**config.mk**
```make
export PLATFORM = sky130hd
export DESIGN_NAME = wheel_command_frame_parser_top
export DESIGN_NICKNAME = d
export VERILOG_FILES = /design/src/sv/wcfp_pkg.sv /design/src/sv/wheel_command_frame_parser_top.sv /design/src/sv/wcfp_parser.sv /design/src/sv/wcfp_rpm_conv.sv
export VERILOG_INCLUDE_DIRS = /design/src /design/src/sv
export SDC_FILE = /design/constraint.sdc
export NUM_CORES = 1
export LEC_CHECK = 0
export BUFFER_PORTS_ARGS = -buffer_cell sky130_fd_sc_hd__buf_2
export CAP_MARGIN = 20
export CORE_MARGIN = 10
export CORE_UTILIZATION = 45
export CTS_BUF_LIST = sky130_fd_sc_hd__clkbuf_16
export CTS_CLUSTER_DIAMETER = 60
export CTS_CLUSTER_SIZE = 24
export DETAILED_ROUTE_END_ITERATION = 6
export PLACE_DENSITY = 0.64
export SYNTH_ARGS = -nofsm -noshare
export SYNTH_HDL_FRONTEND = slang
export SYNTH_SLANG_ARGS = --single-unit
export TNS_END_PERCENT = 100
```
**constraint.sdc**
```tcl
create_clock -name i_clk -period 6.09 [get_ports i_clk]
set_clock_uncertainty 0.1 [all_clocks]
set_input_delay 0.609 -clock i_clk [delete_from_list [all_inputs] [get_ports i_clk]]
set_output_delay 0.609 -clock i_clk [all_outputs]
set_load 0.1 [all_outputs]
```
**src/sv/wheel_command_frame_parser_top_macros.svh**
```systemverilog
// assertion helpers for the wheel command frame parser
`ifndef WHEEL_COMMAND_FRAME_PARSER_TOP_MACROS_SVH
`define WHEEL_COMMAND_FRAME_PARSER_TOP_MACROS_SVH

`ifndef SYNTHESIS
// same-cycle implication, held off during reset
`define WCFP_ASSERT_IMP(label, clk, rst_n, ante, cons) \
    label: assert property (@(posedge clk) disable iff (!rst_n) (ante) |-> (cons)) \
        else $error("wcfp assertion failed");
// next-cycle implication, held off during reset
`define WCFP_ASSERT_NXT(label, clk, rst_n, ante, cons) \
    label: assert property (@(posedge clk) disable iff (!rst_n) (ante) |=> (cons)) \
        else $error("wcfp assertion failed");
`else
`define WCFP_ASSERT_IMP(label, clk, rst_n, ante, cons)
`define WCFP_ASSERT_NXT(label, clk, rst_n, ante, cons)
`endif

`endif

```
**src/sv/wcfp_pkg.sv**
```systemverilog
`default_nettype none

package wcfp_pkg;

    localparam logic [7:0] HEADER_BYTE = 8'hAA;

    localparam int RAW_W = 16;
    localparam int RPM_W = 18;
    localparam int PROD_W = 36;
    localparam int FRAC_SHIFT = 16;

    // mrad/s to rpm*256 scale, times 2^16
    localparam logic signed [19:0] RPM_SCALE = 20'sd160211;
    localparam logic signed [PROD_W-1:0] RPM_ROUND = 36'sd32768;

    // frame position, one-hot
    typedef enum logic [5:0] {
        ST_HUNT = 6'b000001,
        ST_B1   = 6'b000010,
        ST_B2   = 6'b000100,
        ST_B3   = 6'b001000,
        ST_B4   = 6'b010000,
        ST_CHK  = 6'b100000
    } t_state;

    // checked frame handed to the converter
    typedef struct packed {
        logic                    valid;
        logic signed [RAW_W-1:0] left_mrad;
        logic signed [RAW_W-1:0] right_mrad;
    } t_frame;

endpackage

`default_nettype wire

```
**src/sv/wheel_command_frame_parser_top.sv**
```systemverilog
// channel   direction  word                         fields
// s_axis    in         8-bit tdata                  rx_byte
// m_axis    out        40-bit tdata                 left_rpm, right_rpm
//
// one byte can be accepted every clock while s_axis is not stalled; after the
// checksum byte is accepted, a good frame goes to the frame register, then
// through the multiply into the result register
// reset is synchronous, active low, and drops any frame in progress
// a result waiting on m_axis stalls s_axis only once a second checked frame
// is also waiting in the frame register; then every byte waits
`default_nettype none

module wheel_command_frame_parser_top (
    input  wire logic        i_clk,
    input  wire logic        i_rst_n,
    input  wire logic        i_s_axis_tvalid,
    output logic             o_s_axis_tready,
    input  wire logic [7:0]  i_s_axis_tdata,   // [7:0] rx_byte
    output logic             o_m_axis_tvalid,
    input  wire logic        i_m_axis_tready,
    output logic [39:0]      o_m_axis_tdata    // [17:0] left_rpm, [35:18] right_rpm, [39:36] zero
);

    wcfp_pkg::t_frame frame;
    logic frame_ready;
    logic signed [wcfp_pkg::RPM_W-1:0] left_rpm, right_rpm;

    // header hunt, running sum and checksum test
    wcfp_parser u_parser (
        .i_clk         (i_clk),
        .i_rst_n       (i_rst_n),
        .i_byte_valid  (i_s_axis_tvalid),
        .i_byte        (i_s_axis_tdata),
        .o_byte_ready  (o_s_axis_tready),
        .o_frame       (frame),
        .i_frame_ready (frame_ready)
    );

    // mrad/s to rpm*256 fixed point, output register
    wcfp_rpm_conv u_conv (
        .i_clk         (i_clk),
        .i_rst_n       (i_rst_n),
        .i_frame       (frame),
        .o_frame_ready (frame_ready),
        .o_rpm_valid   (o_m_axis_tvalid),
        .o_left_rpm    (left_rpm),
        .o_right_rpm   (right_rpm),
        .i_rpm_ready   (i_m_axis_tready)
    );

    // pack results, left wheel in the low bits
    assign o_m_axis_tdata = {4'b0000, right_rpm, left_rpm};

endmodule

`default_nettype wire

```
**src/sv/wcfp_parser.sv**
```systemverilog
`default_nettype none

`include "wheel_command_frame_parser_top_macros.svh"

module wcfp_parser (
    input  wire logic            i_clk,
    input  wire logic            i_rst_n,
    input  wire logic            i_byte_valid,
    input  wire logic [7:0]      i_byte,
    output logic                 o_byte_ready,
    output wcfp_pkg::t_frame     o_frame,
    input  wire logic            i_frame_ready
);

    wcfp_pkg::t_state r_state, n_state;
    logic [7:0] r_sum, n_sum;
    logic [7:0] r_pay0, r_pay1, r_pay2, r_pay3;
    logic [7:0] n_pay0, n_pay1, n_pay2, n_pay3;
    logic r_frm_valid, n_frm_valid;
    logic signed [wcfp_pkg::RAW_W-1:0] r_left_mrad, r_right_mrad;
    logic signed [wcfp_pkg::RAW_W-1:0] n_left_mrad, n_right_mrad;
    logic accept;

    assign o_byte_ready = !r_frm_valid || i_frame_ready;
    assign accept = i_byte_valid && o_byte_ready;

    always_comb begin
        n_state = r_state;
        n_sum = r_sum;
        n_pay0 = r_pay0;
        n_pay1 = r_pay1;
        n_pay2 = r_pay2;
        n_pay3 = r_pay3;
        n_frm_valid = r_frm_valid && !i_frame_ready;
        n_left_mrad = r_left_mrad;
        n_right_mrad = r_right_mrad;
        if (accept) begin
            case (r_state)
                wcfp_pkg::ST_B1: begin
                    n_pay0 = i_byte;
                    n_sum = r_sum + i_byte;
                    n_state = wcfp_pkg::ST_B2;
                end
                wcfp_pkg::ST_B2: begin
                    n_pay1 = i_byte;
                    n_sum = r_sum + i_byte;
                    n_state = wcfp_pkg::ST_B3;
                end
                wcfp_pkg::ST_B3: begin
                    n_pay2 = i_byte;
                    n_sum = r_sum + i_byte;
                    n_state = wcfp_pkg::ST_B4;
                end
                wcfp_pkg::ST_B4: begin
                    n_pay3 = i_byte;
                    n_sum = r_sum + i_byte;
                    n_state = wcfp_pkg::ST_CHK;
                end
                wcfp_pkg::ST_CHK: begin
                    // checksum byte is always consumed, even if it looks like a header
                    n_state = wcfp_pkg::ST_HUNT;
                    if (i_byte == r_sum) begin
                        n_frm_valid = 1'b1;
                        n_left_mrad = {r_pay1, r_pay0};
                        n_right_mrad = {r_pay3, r_pay2};
                    end
                end
                default: begin
                    n_state = wcfp_pkg::ST_HUNT;
                    if (i_byte == wcfp_pkg::HEADER_BYTE) begin
                        n_sum = i_byte;
                        n_state = wcfp_pkg::ST_B1;
                    end
                end
            endcase
        end
    end

    always_ff @(posedge i_clk) begin
        if (!i_rst_n) begin
            r_state <= wcfp_pkg::ST_HUNT;
            r_sum <= 8'd0;
            r_frm_valid <= 1'b0;
        end else begin
            r_state <= n_state;
            r_sum <= n_sum;
            r_frm_valid <= n_frm_valid;
        end
    end

    always_ff @(posedge i_clk) begin
        r_pay0 <= n_pay0;
        r_pay1 <= n_pay1;
        r_pay2 <= n_pay2;
        r_pay3 <= n_pay3;
        r_left_mrad <= n_left_mrad;
        r_right_mrad <= n_right_mrad;
    end

    assign o_frame.valid = r_frm_valid;
    assign o_frame.left_mrad = r_left_mrad;
    assign o_frame.right_mrad = r_right_mrad;

    `WCFP_ASSERT_NXT(a_chk_match_gives_frame, i_clk, i_rst_n,
        accept && r_state == wcfp_pkg::ST_CHK && i_byte == r_sum, r_frm_valid)
    `WCFP_ASSERT_NXT(a_chk_returns_to_hunt, i_clk, i_rst_n,
        accept && r_state == wcfp_pkg::ST_CHK, r_state == wcfp_pkg::ST_HUNT)
    `WCFP_ASSERT_NXT(a_frame_held_on_stall, i_clk, i_rst_n, r_frm_valid && !i_frame_ready,
        r_frm_valid && $stable(r_left_mrad) && $stable(r_right_mrad))

endmodule

`default_nettype wire

```
**src/sv/wcfp_rpm_conv.sv**
```systemverilog
`default_nettype none

`include "wheel_command_frame_parser_top_macros.svh"

module wcfp_rpm_conv (
    input  wire logic                           i_clk,
    input  wire logic                           i_rst_n,
    input  wire wcfp_pkg::t_frame               i_frame,
    output logic                                o_frame_ready,
    output logic                                o_rpm_valid,
    output logic signed [wcfp_pkg::RPM_W-1:0]   o_left_rpm,
    output logic signed [wcfp_pkg::RPM_W-1:0]   o_right_rpm,
    input  wire logic                           i_rpm_ready
);

    logic signed [wcfp_pkg::PROD_W-1:0] prod_l, prod_r;
    logic r_out_valid;
    logic signed [wcfp_pkg::RPM_W-1:0] r_left_rpm, r_right_rpm;
    logic take;

    assign o_frame_ready = !r_out_valid || i_rpm_ready;
    assign take = i_frame.valid && o_frame_ready;

    // round to nearest, then arithmetic shift; the result always fits 18 bits
    always_comb begin
        prod_l = wcfp_pkg::PROD_W'(i_frame.left_mrad) * wcfp_pkg::PROD_W'(wcfp_pkg::RPM_SCALE)
                 + wcfp_pkg::RPM_ROUND;
        prod_r = wcfp_pkg::PROD_W'(i_frame.right_mrad) * wcfp_pkg::PROD_W'(wcfp_pkg::RPM_SCALE)
                 + wcfp_pkg::RPM_ROUND;
    end

    always_ff @(posedge i_clk) begin
        if (!i_rst_n) begin
            r_out_valid <= 1'b0;
        end else if (o_frame_ready) begin
            r_out_valid <= i_frame.valid;
        end
    end

    always_ff @(posedge i_clk) begin
        if (take) begin
            r_left_rpm <= prod_l[wcfp_pkg::FRAC_SHIFT +: wcfp_pkg::RPM_W];
            r_right_rpm <= prod_r[wcfp_pkg::FRAC_SHIFT +: wcfp_pkg::RPM_W];
        end
    end

    assign o_rpm_valid = r_out_valid;
    assign o_left_rpm = r_left_rpm;
    assign o_right_rpm = r_right_rpm;

    `WCFP_ASSERT_NXT(a_taken_frame_shows, i_clk, i_rst_n, take, r_out_valid)

endmodule

`default_nettype wire

```
==> results of run 1 <==
worst register-to-register path, stage by stage (launching register included):
cell and delay (ps):
edfxtp_1 500, fa_1 570, inv_1 60, fa_1 470
fa_1 530, inv_1 60, fa_1 530, inv_1 50
fa_1 470, inv_1 50, fa_1 440, ha_1 370
a21oi_1 180, o21ai_1 100, o311a_1 320, a211oi_2 190
o21ai_1 220, a41oi_1 310, xnor2_1 100
flip-flops by register name, indices dropped and copies added, names as in the netlist:
register,count
u_parser.r_state,6
u_parser.r_right_mrad,16
u_conv.o_rpm_valid,1
u_conv.o_left_rpm,18
u_parser.r_pay1,8
u_parser.r_left_mrad,16
u_parser.r_pay0,8
u_parser.r_pay3,8
u_parser.r_sum,8
u_parser.r_pay2,8
u_parser.r_frm_valid,1
u_conv.o_right_rpm,18
logic make-up (layout without fill, tap and decap cells):
| family | Yosys count | in the layout | share of synthesized area |
|---|---|---|---|
| xor gates and xnor gates | 35 | 35 | 0.0210 |
| DFF | 116 | 116 | 0.228 |
| and+or+nand+nor | 162 | 162 | 0.0590 |
| adders and majority gates | 492 | 492 | 0.515 |
| AOI/OAI and AO/OA | 169 | 169 | 0.0804 |
| muxes | 6 | 6 | 0.00420 |
| buffers and inverters | 356 | 452 | 0.0929 |
| other | 1 | 4 | 0.000257 |
timing repair:
item	in CTS	in global routing
buffers inserted	0	9
endpoints found under the hold margin	0	0
setup endpoints to repair	0	4
where the power goes:
| group | internal, mW | switching, mW |
|---|---|---|
| Sequential | 0.854 | 0.0000959 |
| Combinational | 0.00827 | 0.0265 |
| Clock | 0.572 | 0.407 |
cells in the final DEF, fill, tap and decap left out, types with 25 or more instances in the layout:
master and n:
nand2_1 38, nor2_1 31, ha_1 311, xnor2_1 28
fa_1 181, inv_1 346, o21ai_0 27, a21oi_1 42
edfxtp_1 100, buf_4 25, buf_2 50
area by class of cell:
cell class	count	area [um2]	share of cell area
timing repair buffer	75	438	0.0272
multi-input combinational	868	9950	0.617
tap	435	544	0.0338
inverter	345	1290	0.0804
clock inverter	13	88.8	0.00551
sequential	116	3320	0.206
clock buffer	19	475	0.0295
metrics by stage:
step | total power [mW] | setup WS, ps | instance area, um2 | setup TNS [ps]
after floorplan | 0.894 | 527 | 14600 | 0
after global placement | 0.905 | 314 | 15500 | 0
after detailed placement | 0.906 | 217 | 15500 | 0
after CTS | 1.88 | 217 | 16000 | 0
after global routing | 1.91 | -18.0 | 16100 | -18.0
final | 1.87 | 237 | 16100 | 0
how the worst min path moves through the flow:
stage                                      to  cells after the start  slack (ps)
floorplan             u_parser.r_left_mrad[0]                      0         300
global placement      u_parser.r_left_mrad[9]                      0         300
detailed placement   u_parser.r_left_mrad[13]                      0         300
CTS                  u_parser.r_right_mrad[6]                      0         310
global route        u_parser.r_right_mrad[11]                      0         320
finish               u_parser.r_right_mrad[6]                      0         310
per-layer routing:
| layer | track usage | share of wire | vias to the layer above |
|---|---|---|---|
| met3 | 0.0224 | 0.034 | 25 |
| met4 | 0.0395 | 0.014 | 0 |
| met2 | 0.255 | 0.46 | 188 |
| met5 | 0 | 0 | - |
| li1 | - | - | 4587 |
| met1 | 0.221 | 0.50 | 4701 |
==> impl_metrics.toml, run 1 <==
[outcome]
status = "complete, no violations"

[critical_path]
cp.required_ps = 6150
r2r-start = "u_parser.r_left_mrad[5]"
crit_top_cell = "fa_1"
r2r_end = "u_conv.o_left_rpm[12]"
r2r_setup_slack_ps = 240
crit_fanout = 6
path_depth = 18
crit_chain = "fa_1 > inv_1 > fa_1 > fa_1 > inv_1 > fa_1 > inv_1 > fa_1 > inv_1 > fa_1 > ha_1 > a21oi_1 > o21ai_1 > o311a_1 > a211oi_2 > o21ai_1 > a41oi_1 > xnor2_1"
critPathTopFamily = "adder cells"
critPathMaxStageDelay_ps = 570
reg2regPathDepth = 18
crit_slowest_cell = "fa_1"
arrival_ps = 5920
crit_type = "flip-flop to flip-flop"
cp_num_buf_inv = 4
cp-start-kind = "flip-flop"
cp-end-kind = "flip-flop"
cp-endpoint = "u_conv.o_left_rpm[12]"
crit_path_start = "u_parser.r_left_mrad[5]"

[clock_tree]
clk_latency_ps = 420
cts_tree = "done"
cts_resized = 0
root_buffer = "clkbuf_16"
hold_buffers = 0
clock_sinks = 116
clkTransAtPathRegs_ps = 70
cts_max_level = 4
cts_made_buffers = 17
cts_buffer_depth = 2

[synth]
ys_seq_elements = 116
syn_inst = 1337
synth_top_area_frac = 0.266
ys_warn_count = 0
synth_top_area_cell = "ha_1"
async_reset_ff_frac = 0
yosysSeqAreaShare = 0.228
synth_area_um2 = 14600
synth_most_common_cell = "inv_1"
avgSynthCellArea_um2 = 10.9
synthTopCellsByCount = "345 x inv_1, 311 x ha_1, 181 x fa_1"
yosys_most_used_dff = "edfxtp_1"
ys_types = 72
synth_edf_count = 100
synthTopCellsByArea = "ha_1 27%, fa_1 25%, edfxtp_1 21%"

[run]
drv_cap = 0

[place]
dpl.cell_count = 1829
dp_hpwl_mm = 26.2
gp_congestion = 0.916
portBuffers = 49

[global_routing]
grt_overflow = 0
grt_max_degree = 37
grt_pass1_vias = 10100
antenna_found_initial = 0
grt_use_total = 0.159
grt_first_pass_wirelength_mm = 51.8

[sta]
holdWs_ps = 308
finalCriticalPeriod_ps = 5850
clock.fmax_mhz = 171
finalHoldViolCount = 0
drv_slew = 0
setup_viol = 0
tightest_slew_ps = 1020
rsz0062_at_grt = "true"
post-route-period-util = 0.961
slew-limit-headroom = 0.317

[route]
post_drt_via_cell_ratio = 5.08
wl_per_cell_um = 16.6
wl_mm = 31.1
drt-initial-drc-count = 481
final_antenna_net_count = 0
dr.pass1.iters = 5
drc = 0
num_vias = 9501

[floorplan]
fp.dieH_um = 200
dieArea_um2 = 40100
start_util = 0.459
core_um2 = 31800
num_rows = 65
io_pins = 54
fp.dieW_um = 200

[power_and_ir_drop]
max-vdd-ir-drop_uv = 185
power.density_nw_per_um2 = 116
power.leakage_nw = 8.09

[layout]
layout-drive-gt1-share = 0.0968
post-route-util = 0.507
fin_nets = 1927
syn_to_final_growth_pct = 10.3
layout.cells.non_filler = 1871
diodes = 0
n_fill_cell = 2827

[hold_path]
hp-class = "flip-flop to flip-flop"
hp-start = "u_parser.r_pay2[6]"
No activity file was read; power rests on OpenSTA's default activity.
==> inputs of run 2 (changes only) <==
--- a/config.mk
+++ b/config.mk
@@ -6,7 +6,6 @@
 export SDC_FILE = /design/constraint.sdc
 export NUM_CORES = 1
 export LEC_CHECK = 0
-export BUFFER_PORTS_ARGS = -buffer_cell sky130_fd_sc_hd__buf_2
 export CAP_MARGIN = 20
 export CORE_MARGIN = 10
 export CORE_UTILIZATION = 45
@@ -14,7 +13,9 @@
 export CTS_CLUSTER_DIAMETER = 60
 export CTS_CLUSTER_SIZE = 24
 export DETAILED_ROUTE_END_ITERATION = 6
-export PLACE_DENSITY = 0.64
+export DONT_BUFFER_PORTS = 1
+export PLACE_DENSITY = 0.63
+export REMOVE_ABC_BUFFERS = 1
 export SYNTH_ARGS = -nofsm -noshare
 export SYNTH_HDL_FRONTEND = slang
 export SYNTH_SLANG_ARGS = --single-unit
==> constraint.sdc (replaced) <==
create_clock -name i_clk -period 6.6 [get_ports i_clk]
set_clock_uncertainty 0.1 [all_clocks]
set_input_delay 0.66 -clock i_clk [delete_from_list [all_inputs] [get_ports i_clk]]
set_output_delay 0.66 -clock i_clk [all_outputs]
set_load 0.1 [all_outputs]
==> run 2 against run 1 <==
Worst setup slack better by 350 ps. Core utilization fell by 1.4 points. Critical path depth is 2 lower. Highest routed layer unchanged. Sequential share of layout area rose by 0.57 points. Worst hold slack got worse by 100 ps.
==> impl_metrics.toml, run 2 (synthesis results as in run 1) <==
[run]
drv_cap = 0

[global_routing]
grt_first_pass_wirelength_mm = 50.8
antenna_found_initial = 0
grt_use_total = 0.158
grt_pass1_vias = 9560
grt_overflow = 0
grt_max_degree = 37

[floorplan]
fp.dieH_um = 200
io_pins = 54
core_um2 = 31800
dieArea_um2 = 40100
num_rows = 65
fp.dieW_um = 200
start_util = 0.459

[route]
num_vias = 9182
wl_per_cell_um = 17.1
drc = 0
drt-initial-drc-count = 500
post_drt_via_cell_ratio = 5.10
wl_mm = 30.7
final_antenna_net_count = 0
dr.pass1.iters = 5

[sta]
holdWs_ps = 208
post-route-period-util = 0.912
slew-limit-headroom = 0.234
clock.fmax_mhz = 166
drv_slew = 0
finalHoldViolCount = 0
setup_viol = 0
finalCriticalPeriod_ps = 6020
fin_tns_setup_ps = 0
tightest_slew_ps = 1150
rsz0062_at_grt = "false"

[clock_tree]
clkTransAtPathRegs_ps = 60
clock_sinks = 116
cts_buffer_depth = 2
root_buffer = "clkbuf_16"
hold_buffers = 0
cts_resized = 0
cts_tree = "done"
clk_latency_ps = 430
post_cts_buffers = 0
cts_max_level = 4
cts_made_buffers = 17

[critical_path]
cp.required_ps = 6680
cp-end-kind = "flip-flop"
r2r_end = "u_conv.o_right_rpm[15]"
crit_chain = "fa_1 > fa_1 > fa_1 > fa_1 > fa_1 > inv_1 > fa_1 > inv_1 > ha_1 > nor3_1 > o21ai_0 > a21boi_2 > a21oi_1 > o31ai_2 > o21ai_1 > xnor2_1"
crit_fanout = 7
r2r_setup_slack_ps = 580
crit_top_cell = "fa_1"
r2r-start = "u_parser.r_right_mrad[4]"
arrival_ps = 6100
crit_slowest_cell = "edfxtp_1"
crit_type = "flip-flop to flip-flop"
critPathTopFamily = "adder cells"
cp-start-kind = "flip-flop"
reg2regPathDepth = 16
cp_num_buf_inv = 2
critPathMaxStageDelay_ps = 560

[power_and_ir_drop]
power_mw = 1.67
max-vdd-ir-drop_uv = 174
power.leakage_nw = 7.76
power.density_nw_per_um2 = 107

[layout]
diodes = 0
layout.cells.non_filler = 1801
syn_to_final_growth_pct = 7.34
layout_commonest_cell = "inv_1"
layout-drive-gt1-share = 0.0498
layout_common_cells = "346 x inv_1, 311 x ha_1, 181 x fa_1"
fin_nets = 1857
n_fill_cell = 2894

[place]
gp_congestion = 0.916
dpl.cell_count = 1768
dp_hpwl_mm = 25.8
portBuffers = 0

[hold_path]
hold_depth = 1
min_to = "u_parser.r_state[0]"
hp-class = "input port to flip-flop"
hp-start = "i_rst_n"

[outcome]
status = "complete, no violations"
run 2: changes by cell type in the layout (fill, tap and decap cells not counted):
cell	change
buf_2	-49
buf_4	-21
clkinvlp_4	+3
inv_4	-3
clkbuf_16	-2
clkinv_1	+1
inv_6	+1
run 2: stage by stage:
step | cell area [um2] | setup slack (ps) | util
detailed placement | 15100 | 597 | 0.476
CTS | 15700 | 585 | 0.493
finish | 15700 | 584 | 0.493
global route | 15700 | 196 | 0.493
floorplan | 14600 | 1040 | -
global placement | 15100 | 695 | 0.476
run 2: where the power goes:
group | leakage, nW | internal [mW] | switching (mW) | total, mW
Clock | 0.258 | 0.480 | 0.380 | 0.861
Combinational | 6.48 | 0.00540 | 0.0154 | 0.0208
Sequential | 1.03 | 0.788 | 0.0000907 | 0.788
Total | 7.76 | 1.27 | 0.396 | 1.67
run 2: area by class of cell:
class / instances / area (um2) / share of cell area
clock buffers: 17 / 425 / 0.0271
clock inverters: 15 / 105 / 0.00671
inverters: 345 / 1290 / 0.0826
multi-input cells: 868 / 9950 / 0.635
flip-flops and latches: 116 / 3320 / 0.212
well taps: 435 / 544 / 0.0347
repair buffers: 5 / 35.0 / 0.00224
run 2: worst max-delay path by stage:
| stage | startpoint | endpoint | slack (ps) | depth (start not counted) |
|---|---|---|---|---|
| after floorplan | u_parser.r_left_mrad[4] | u_conv.o_left_rpm[17] | 1040 | 18 |
| after global placement | u_parser.r_right_mrad[4] | u_conv.o_right_rpm[15] | 700 | 18 |
| after detailed placement | u_parser.r_right_mrad[4] | u_conv.o_right_rpm[15] | 600 | 16 |
| after CTS | u_parser.r_right_mrad[4] | u_conv.o_right_rpm[9] | 590 | 16 |
| after global routing | u_parser.r_right_mrad[4] | u_conv.o_right_rpm[15] | 200 | 16 |
| final | u_parser.r_right_mrad[4] | u_conv.o_right_rpm[15] | 580 | 16 |
run 2: per-layer routing:
metal,GRT usage,share of wire,routed length [um],up-vias
met5,0,0,0,-
met4,0.0357,0.0090,276,0
met3,0.0322,0.043,1320,21
met2,0.246,0.46,14100,144
met1,0.221,0.49,15000,4567
li1,-,-,-,4450
